--- src/rtl/jsu_pkg.sv ---
`default_nettype none

package jsu_pkg;

  // Result kinds carried on the kind field.
  localparam logic [1:0] KIND_DATA  = 2'd0;
  localparam logic [1:0] KIND_END   = 2'd1;
  localparam logic [1:0] KIND_ERROR = 2'd2;

  // Characters the decoder looks for.
  localparam logic [7:0] CH_QUOTE  = 8'h22;
  localparam logic [7:0] CH_BSLASH = 8'h5C;
  localparam logic [7:0] CH_SLASH  = 8'h2F;
  localparam logic [7:0] CH_B      = 8'h62;
  localparam logic [7:0] CH_F      = 8'h66;
  localparam logic [7:0] CH_N      = 8'h6E;
  localparam logic [7:0] CH_R      = 8'h72;
  localparam logic [7:0] CH_T      = 8'h74;
  localparam logic [7:0] CH_U      = 8'h75;

  // Control characters produced by the one-letter escapes.
  localparam logic [7:0] CTL_BS = 8'h08;
  localparam logic [7:0] CTL_FF = 8'h0C;
  localparam logic [7:0] CTL_LF = 8'h0A;
  localparam logic [7:0] CTL_CR = 8'h0D;
  localparam logic [7:0] CTL_HT = 8'h09;

  // One decoded result as it leaves the block.
  typedef struct packed {
    logic [7:0] out_byte;
    logic [1:0] kind;
    logic       last;
  } result_t;

  // True for 0-9, a-f and A-F.
  function automatic logic is_hex_digit(input logic [7:0] c);
    return ((c >= 8'h30) && (c <= 8'h39)) ||
           ((c >= 8'h61) && (c <= 8'h66)) ||
           ((c >= 8'h41) && (c <= 8'h46));
  endfunction

endpackage

`default_nettype wire

--- src/rtl/jsu_if.sv ---
`default_nettype none

// Raw string bytes going into the decoder.
interface jsu_in_if;
  logic       valid;
  logic       ready;
  logic [7:0] in_byte;

  modport source (output valid, output in_byte, input ready);
  modport sink (input valid, input in_byte, output ready);
endinterface

// Decoded results coming out of the decoder.
interface jsu_out_if;
  logic       valid;
  logic       ready;
  logic [7:0] out_byte;
  logic [1:0] kind;
  logic       last;

  modport source (output valid, output out_byte, output kind, output last, input ready);
  modport sink (input valid, input out_byte, input kind, input last, output ready);
endinterface

`default_nettype wire

--- src/rtl/jsu_core.sv ---
`default_nettype none

module jsu_core
  import jsu_pkg::*;
(
  input  wire logic    clk,
  input  wire logic    rst,
  input  wire logic    in_valid,
  output logic         in_ready,
  input  wire logic [7:0] in_byte,
  input  wire logic    can_load,
  output logic         load,
  output result_t      result
);

  typedef enum logic [2:0] {
    PH_NORMAL,
    PH_ESCAPE,
    PH_HEX0,
    PH_HEX1,
    PH_HEX2,
    PH_HEX3
  } phase_t;

  phase_t     phase;
  phase_t     phase_next;
  logic       a_valid;
  logic [7:0] a_byte;
  logic       second;

  logic [1:0] cnt;
  result_t    r0;
  result_t    r1;
  logic       consume;

  // Decode the held byte against the current escape phase.
  always_comb begin
    cnt        = 2'd1;
    r0         = '{out_byte: a_byte, kind: KIND_DATA, last: 1'b1};
    r1         = '{out_byte: CH_U, kind: KIND_DATA, last: 1'b1};
    phase_next = PH_NORMAL;
    unique case (phase)
      PH_ESCAPE: begin
        case (a_byte)
          CH_QUOTE:  r0.out_byte = CH_QUOTE;
          CH_BSLASH: r0.out_byte = CH_BSLASH;
          CH_SLASH:  r0.out_byte = CH_SLASH;
          CH_B:      r0.out_byte = CTL_BS;
          CH_F:      r0.out_byte = CTL_FF;
          CH_N:      r0.out_byte = CTL_LF;
          CH_R:      r0.out_byte = CTL_CR;
          CH_T:      r0.out_byte = CTL_HT;
          CH_U: begin
            cnt        = 2'd2;
            r0         = '{out_byte: CH_BSLASH, kind: KIND_DATA, last: 1'b0};
            phase_next = PH_HEX0;
          end
          default:   r0.out_byte = CH_BSLASH;
        endcase
      end
      PH_HEX0, PH_HEX1, PH_HEX2, PH_HEX3: begin
        if (!is_hex_digit(a_byte)) begin
          r0 = '{out_byte: 8'h00, kind: KIND_ERROR, last: 1'b1};
        end else begin
          unique case (phase)
            PH_HEX0: phase_next = PH_HEX1;
            PH_HEX1: phase_next = PH_HEX2;
            PH_HEX2: phase_next = PH_HEX3;
            default: phase_next = PH_NORMAL;
          endcase
        end
      end
      default: begin
        // Normal text, and any unused phase code behaves the same way.
        if (a_byte == CH_QUOTE) begin
          r0 = '{out_byte: 8'h00, kind: KIND_END, last: 1'b1};
        end else if (a_byte == CH_BSLASH) begin
          cnt        = 2'd0;
          phase_next = PH_ESCAPE;
        end
      end
    endcase
  end

  // Hand one result per cycle to the output register while it can take one; a
  // two-result byte stays in the input register until its second result is loaded.
  always_comb begin
    result   = second ? r1 : r0;
    load     = a_valid && (cnt != 2'd0) && can_load;
    consume  = a_valid && ((cnt == 2'd0) ||
               (can_load && ((cnt == 2'd1) || second)));
    in_ready = !a_valid || consume;
  end

  // Input register, escape phase and second-result flag.
  always_ff @(posedge clk) begin
    if (rst) begin
      a_valid <= 1'b0;
      second  <= 1'b0;
      phase   <= PH_NORMAL;
    end else begin
      if (in_valid && in_ready) begin
        a_valid <= 1'b1;
      end else if (consume) begin
        a_valid <= 1'b0;
      end
      if (consume) begin
        second <= 1'b0;
        phase  <= phase_next;
      end else if (load && (cnt == 2'd2)) begin
        second <= 1'b1;
      end
    end
  end

  // Byte holding register.
  always_ff @(posedge clk) begin
    if (in_valid && in_ready) begin
      a_byte <= in_byte;
    end
  end

endmodule

`default_nettype wire

--- src/rtl/jsu_out_stage.sv ---
`default_nettype none

module jsu_out_stage
  import jsu_pkg::*;
(
  input  wire logic    clk,
  input  wire logic    rst,
  input  wire logic    load,
  input  wire result_t result,
  output logic         can_load,
  jsu_out_if.source    out_ch
);

  logic    o_valid;
  result_t o_data;

  // The register may take a new result when empty or being drained.
  assign can_load = !o_valid || out_ch.ready;

  always_ff @(posedge clk) begin
    if (rst) begin
      o_valid <= 1'b0;
    end else if (load) begin
      o_valid <= 1'b1;
    end else if (out_ch.ready) begin
      o_valid <= 1'b0;
    end
  end

  always_ff @(posedge clk) begin
    if (load) begin
      o_data <= result;
    end
  end

  assign out_ch.valid    = o_valid;
  assign out_ch.out_byte = o_data.out_byte;
  assign out_ch.kind     = o_data.kind;
  assign out_ch.last     = o_data.last;

endmodule

`default_nettype wire

--- src/rtl/json_string_unescape.sv ---
// Channel   Role   Payload
// in_ch     sink   in_byte[7:0]
// out_ch    source out_byte[7:0], kind[1:0], last
//
// One input byte per cycle while out_ch is not stalled; a \u escape gives two
// results, so its 'u' byte stays in the input register until both are loaded.
// A byte passes through the input register, decode and the result register.
// rst is synchronous and returns the decoder to plain text with both
// registers empty. A stall on out_ch fills the result register, then the
// input register, and then drops in_ch.ready.
`default_nettype none

module json_string_unescape
  import jsu_pkg::*;
(
  input  wire logic clk,
  input  wire logic rst,
  jsu_in_if.sink    in_ch,
  jsu_out_if.source out_ch
);

  logic    can_load;
  logic    load;
  result_t result;

  // Escape decoding and input holding register.
  jsu_core u_core (
    .clk      (clk),
    .rst      (rst),
    .in_valid (in_ch.valid),
    .in_ready (in_ch.ready),
    .in_byte  (in_ch.in_byte),
    .can_load (can_load),
    .load     (load),
    .result   (result)
  );

  // Result register toward the consumer.
  jsu_out_stage u_out (
    .clk      (clk),
    .rst      (rst),
    .load     (load),
    .result   (result),
    .can_load (can_load),
    .out_ch   (out_ch)
  );

endmodule

`default_nettype wire

--- src/flat_wrapper.sv ---
// flat-port wrapper written by rule: the top's interface ports become plain ports
module json_string_unescape_flat import jsu_pkg::*;
  (clk, rst, in_ch_valid, in_ch_in_byte, in_ch_ready, out_ch_valid, out_ch_out_byte, out_ch_kind, out_ch_last, out_ch_ready);
  jsu_in_if in_ch_i ();
  jsu_out_if out_ch_i ();
  input  wire logic clk;
  input  wire logic rst;
  input wire logic [$bits(in_ch_i.valid)-1:0] in_ch_valid;
  input wire logic [$bits(in_ch_i.in_byte)-1:0] in_ch_in_byte;
  output wire logic [$bits(in_ch_i.ready)-1:0] in_ch_ready;
  output wire logic [$bits(out_ch_i.valid)-1:0] out_ch_valid;
  output wire logic [$bits(out_ch_i.out_byte)-1:0] out_ch_out_byte;
  output wire logic [$bits(out_ch_i.kind)-1:0] out_ch_kind;
  output wire logic [$bits(out_ch_i.last)-1:0] out_ch_last;
  input wire logic [$bits(out_ch_i.ready)-1:0] out_ch_ready;
  assign in_ch_i.valid = in_ch_valid;
  assign in_ch_i.in_byte = in_ch_in_byte;
  assign in_ch_ready = in_ch_i.ready;
  assign out_ch_valid = out_ch_i.valid;
  assign out_ch_out_byte = out_ch_i.out_byte;
  assign out_ch_kind = out_ch_i.kind;
  assign out_ch_last = out_ch_i.last;
  assign out_ch_i.ready = out_ch_ready;
  json_string_unescape u_core (.clk(clk), .rst(rst), .in_ch(in_ch_i), .out_ch(out_ch_i));
endmodule
--- config.mk ---
export PLATFORM = sky130hd
export DESIGN_NAME = json_string_unescape_flat
export DESIGN_NICKNAME = d
export VERILOG_FILES = /design/src/rtl/jsu_pkg.sv /design/src/rtl/jsu_if.sv /design/src/rtl/jsu_core.sv /design/src/rtl/jsu_out_stage.sv /design/src/rtl/json_string_unescape.sv /design/src/flat_wrapper.sv
export SDC_FILE = /design/constraint.sdc
export NUM_CORES = 1
export LEC_CHECK = 0
export ABC_AREA = 1
export BUFFER_PORTS_ARGS = -buffer_cell sky130_fd_sc_hd__buf_2
export CAP_MARGIN = 25
export CORE_MARGIN = 8
export CORE_UTILIZATION = 40
export CTS_CLUSTER_SIZE = 40
export DETAILED_ROUTE_END_ITERATION = 10
export PLACE_DENSITY = 0.69
export SETUP_SLACK_MARGIN = 0.15
export SYNTH_ARGS = -nofsm -noshare
export SYNTH_HDL_FRONTEND = slang
export SYNTH_HIERARCHICAL = 1
export SYNTH_SLANG_ARGS = --single-unit
--- constraint.sdc ---
create_clock -name clk -period 6.4 [get_ports clk]
set_clock_uncertainty 0.1 [all_clocks]
set_input_delay 1.28 -clock clk [delete_from_list [all_inputs] [get_ports clk]]
set_output_delay 1.28 -clock clk [all_outputs]
set_load 0.05 [all_outputs]
# Word-level counts from Yosys, hierarchy flattened
# Index checks and enable logic that the tools add are counted.
[op_classes] order_cmp=6 n_eq_ne=16 n_mux=19 reduce_logical=23
[ops] operator="$eq A8 B7 Y1 const B" count=7
[ops] operator="$pmux W7 S7" count=1
[ops] operator="$mux W11" count=2
[ops] operator="$pmux W11 S2" count=1
[ops] operator="$eq A8 B6 Y1 const B" count=2
[ops] operator="$ge A8 B7 Y1 const B" count=2
[ops] operator="$le A8 B7 Y1 const B" count=2
[ops] operator="$logic_and A1 B1 Y1" count=9
[ops] operator="$mux W1" count=9
[ops] operator="$pmux W3 S3" count=1
[ops] operator="$ge A8 B6 Y1 const B" count=1
[ops] operator="$le A8 B6 Y1 const B" count=1
[ops] operator="$eq A3 B2 Y1 const B" count=2
[ops] operator="$eq A3 B3 Y1 const B" count=2
[ops] operator="$logic_or A1 B1 Y1" count=6
[ops] operator="$pmux W3 S2" count=1
[ops] operator="$reduce_bool A2 Y1" count=3
[ops] operator="$mux W2" count=2
[ops] operator="$pmux W2 S2" count=1
[ops] operator="$reduce_or A4 Y1" count=1
[ops] operator="$eq A3 B1 Y1 const B" count=1
[ops] operator="$mux W3" count=1
[ops] operator="$eq A2 B1 Y1 const B" count=1
[ops] operator="$eq A2 B2 Y1 const B" count=1
[ops] operator="other kinds (3)" count=4
[word_totals] regBits=25 inputBits=12 word_cells=72

# Logic depth before layout (Yosys ltp)
[logic_depth] word_depth=12 mapped_depth=10 mapped_depth_nobuf=10

# Cells and area by module
# The synthesis kept the hierarchy.
[modules_own_cells] mod="jsu_core" instances=1 cells_per_inst=148 area_each_um2=983.4 seq_area_each_um2=340.3
[modules_own_cells] mod="jsu_out_stage" instances=1 cells_per_inst=16 area_each_um2=372.9 seq_area_each_um2=350.3

# Least setup slack after synthesis
# Ideal clock, no wire load.
[synth_timing] kind="input to output" from="in out_ch_ready" to="out in_ch_ready" arrival_time_ns=1.922 slack_ns=3.098 path_stages=4 n_path_buf=0 cell_sequence="inv_1 -> nand2_2 -> nand2_2 -> nand3_1"
[synth_between] elab_chain_cells=5
[synth_lines] item="start: declaration" line="flat_wrapper.sv:15" rtl="input wire logic [$bits(out_ch_i.ready)-1:0] out_ch_ready;"
[synth_lines] item="$logic_or A1 B1 Y1" line="jsu_out_stage.sv:18" rtl="assign can_load = !o_valid || out_ch.ready;"
[synth_lines] item="via u_core.can_load" line="json_string_unescape.sv:22" rtl="logic can_load;"
[synth_lines] item="$logic_and A1 B1 Y1" line="jsu_core.sv:91" rtl="(can_load && ((cnt == 2'd1) || second)));"
[synth_lines] item="$logic_or A1 B1 Y1" line="jsu_core.sv:90" rtl="consume = a_valid && ((cnt == 2'd0) ||"
[synth_lines] item="$logic_and A1 B1 Y1" line="jsu_core.sv:90"
[synth_lines] item="$logic_or A1 B1 Y1" line="jsu_core.sv:92" rtl="in_ready = !a_valid || consume;"
[synth_lines] item="end: declaration" line="flat_wrapper.sv:10" rtl="output wire logic [$bits(in_ch_i.ready)-1:0] in_ch_ready;"
# The timed path passes the listed nets, and every way through them passes these cells.

# Final worst setup path
# Ends and elaborated chain as after synthesis.

==> impl_metrics.ini <==
[run_status]
status = complete, no violations

[floorplan]
io-pin-count = 25
die_w_um = 74.2
coreArea_um2 = 3280
start_util_pct = 41.3
row_count = 21
dieHeight_um = 74.2
die-area_um2 = 5510

[finish]
final_cell_mix = 48 x nand2_1, 24 x buf_2, 20 x inv_1
final_nets = 203
drive_gt1_share_pct = 23.7
antenna_cells = 0
synthToLayoutAreaGrowth_pct = 14.6
final_common_cell = nand2_1
fillCellCount = 339

[global_route]
antenna_found_initial = 0
grt_pass1_wl_um = 3970
grt_util_all_layers_pct = 8.98
grt_pass1_vias = 928
grt_overflow_total = 0
grt_max_degree = 15

[placed_design]
port_buffers = 24
dp_hpwl_um = 2010
pre_cts_ws_ns = 3.10
gp_congestion = 0.888

[min_path]
holdPathStages = 2
min_from = u_core/u_out/out_ch.valid
hold_path_class = reg2reg

[sta]
slew_viol_final = 0
tns_ns = 0
final.min_clock_period_ns = 3.31
rsz0062_at_grt = false
setup_slack_ns = 3.09
hold_viol = 0
setup_viol = 0
fin_crit_sh_pct = 51.7
clock.fmax_mhz = 302
worstMarginPinSlew_ns = 0.824
relSlewSlack_pct = 44.9

[routing]
antenna_left = 0
met1Wirelength_um = 1210
drt_pass1_iterations = 4
avgRoutedWirePerCell_um = 10.4
dr_total_vias = 1075
route.met2.wl_um = 1060
wl_met3_um = 175
drc_errors = 0
dr.max_layer_used = met4
drt_iter0_drc = 51
routed_wl_um = 2460
viasPerCell = 4.56

[clocking]
htreeDepth = 1
cts_made_buffers = 3
cts_setup_buffers = 0
clockBufferDepth = 2
clock_latency_ns = 0.31
cts_tree = done
cts-resized-gates = 0
path_clk_slew_ns = 0.12
numClockSinks = 25
cts_hold_buf = 0
clock-root-buffer = clkbuf_4

[setup_path]
r2r_start = u_core/u_core/a_byte[0]
critical_path_depth = 6
cp-startpoint = out_ch_ready
end_kind = primary output
cp.buffers_inverters = 3
crit_family = buffers and inverters
critPathKind = in2out
reg2reg_depth = 7
crit_path_start_kind = input pin
required_ns = 5.02
path_max_fanout = 4
path_cells = buf_2 -> inv_1 -> nand2_2 -> nand2_2 -> nand3_1 -> buf_2
critical-path-max-stage-delay_ns = 0.23
crit_path_top_delay_cell = buf_2
critPathArrivalTime_ns = 1.93

[power]
p_per_area_nw_per_um2 = 201
switching_power_uw = 88.7
power.share.clock_pct = 20.9
seqPwrFrac_pct = 61.2
vdd_drop_max_uv = 139
p_int_uw = 224
p_leak_nw = 0.731
combPwrFrac_pct = 17.9
switching_share_pct = 28.3

[yosys]
synth.top_cell.area_share_pct = 42.1
seq_area_frac_synth_pct = 50.9
synth_area_leader_cell = edfxtp_1
ys_seq_elements = 25
synth.avg_cell_area_um2 = 8.27
synthCells = 164
synth_area_leaders = edfxtp_1 42%, nand2_1 13%, dfxtp_1 8.9%
yosysUniqueCellTypes = 22
yosysWarnings = 6
synth_nets = 176
netlist_area_um2 = 1360

[flow_run]
cap_violations = 0
-- per-layer routing --
layer	global-route usage, %	up-vias
li1	-	591
met1	12.1	454
met2	13.8	28
met3	3.10	2
met4	1.30	0
met5	0	-
-- power by group through the flow --
stage | Combinational [mW] | Sequential [mW] | Clock (mW)
CTS | 0.0565 | 0.192 | 0.0692
detailed placement | 0.0563 | 0.195 | 0
global placement | 0.0561 | 0.195 | 0
global route | 0.0617 | 0.193 | 0.0733
finish | 0.0561 | 0.192 | 0.0653
floorplan | 0.0293 | 0.209 | 0
-- cell usage after synthesis --
cell type  instances
nor2_4             2
nand2_1           48
nand3b_1           1
nand4_2            1
dfxtp_1            6
xor2_2             1
nor2_2             2
inv_2              2
nand2_4            2
inv_1             20
nor3_1             2
buf_1              1
clkbuf_1           1
nor2_1            17
nand3_4            1
o21ai_0            1
a21oi_1            9
a21oi_2            3
nand4_1            4
nand2_2            3
nand3_1           18
edfxtp_1          19
-- worst register-to-register path, cell delays in order (launching register included) --
cell and delay (ns):
edfxtp_1 0.50, inv_1 0.09, nand2_1 0.07, nor2_2 0.15, nand2_1 0.21, nand3_4 0.19, nand2_1 0.06, nor2_1 0.63
-- layout make-up --
cell class              instances  area [um^2]  share of cell area [%]
clock buffers                   3         22.5                    1.45
clock inverters                 1         5.00                   0.322
inverters                      22         82.6                    5.31
multi-input cells             115          576                    37.0
flip-flops and latches         25          691                    44.4
well taps                      46         57.6                    3.70
repair buffers                 24          120                    7.73
-- path summary, 6_finish.rpt --
path / to / slack, ns
max: in_ch_ready / 3.09
min: u_core/u_out/out_ch.valid / 0.44
max reg2reg: u_core/u_out/out_ch.out_byte[5] / 4.05
min reg2reg: u_core/u_out/out_ch.valid / 0.44
-- stage by stage --
| step | hold WS [ns] | total power, mW | utilization (%) | std cells | cell area, um^2 |
|---|---|---|---|---|---|
| final | 0.435 | 0.313 | 47.3 | 236 | 1550 |
| after global routing | 0.465 | 0.328 | 47.3 | 236 | 1550 |
| after CTS | 0.430 | 0.317 | 47.3 | 236 | 1550 |
| after detailed placement | 0.413 | 0.252 | 46.5 | 232 | 1530 |
| after global placement | 0.413 | 0.251 | 46.5 | 232 | 1530 |
| after floorplan | 0.414 | 0.238 | - | 164 | 1360 |
-- logic make-up (layout without fill, tap and decap cells) --
logic type	count (synthesis)	in the layout	synth area share, %
simple gates	101	101	35.6
flops	25	25	50.9
buf+inv	24	50	6.64
compound gates	13	13	5.63
xor+xnor	1	1	1.20
-- sequential cells by signal (all words and copies together), names as in the netlist --
signal / cells
u_core/u_core/a_byte: 8
u_core/u_out/out_ch.out_byte: 8
u_core/u_core/phase: 3
u_core/u_out/out_ch.kind: 2
u_core/u_core/a_valid: 1
u_core/u_core/second: 1
u_core/u_out/out_ch.last: 1
u_core/u_out/out_ch.valid: 1
Note: power is estimated with default switching activity, not from simulation.
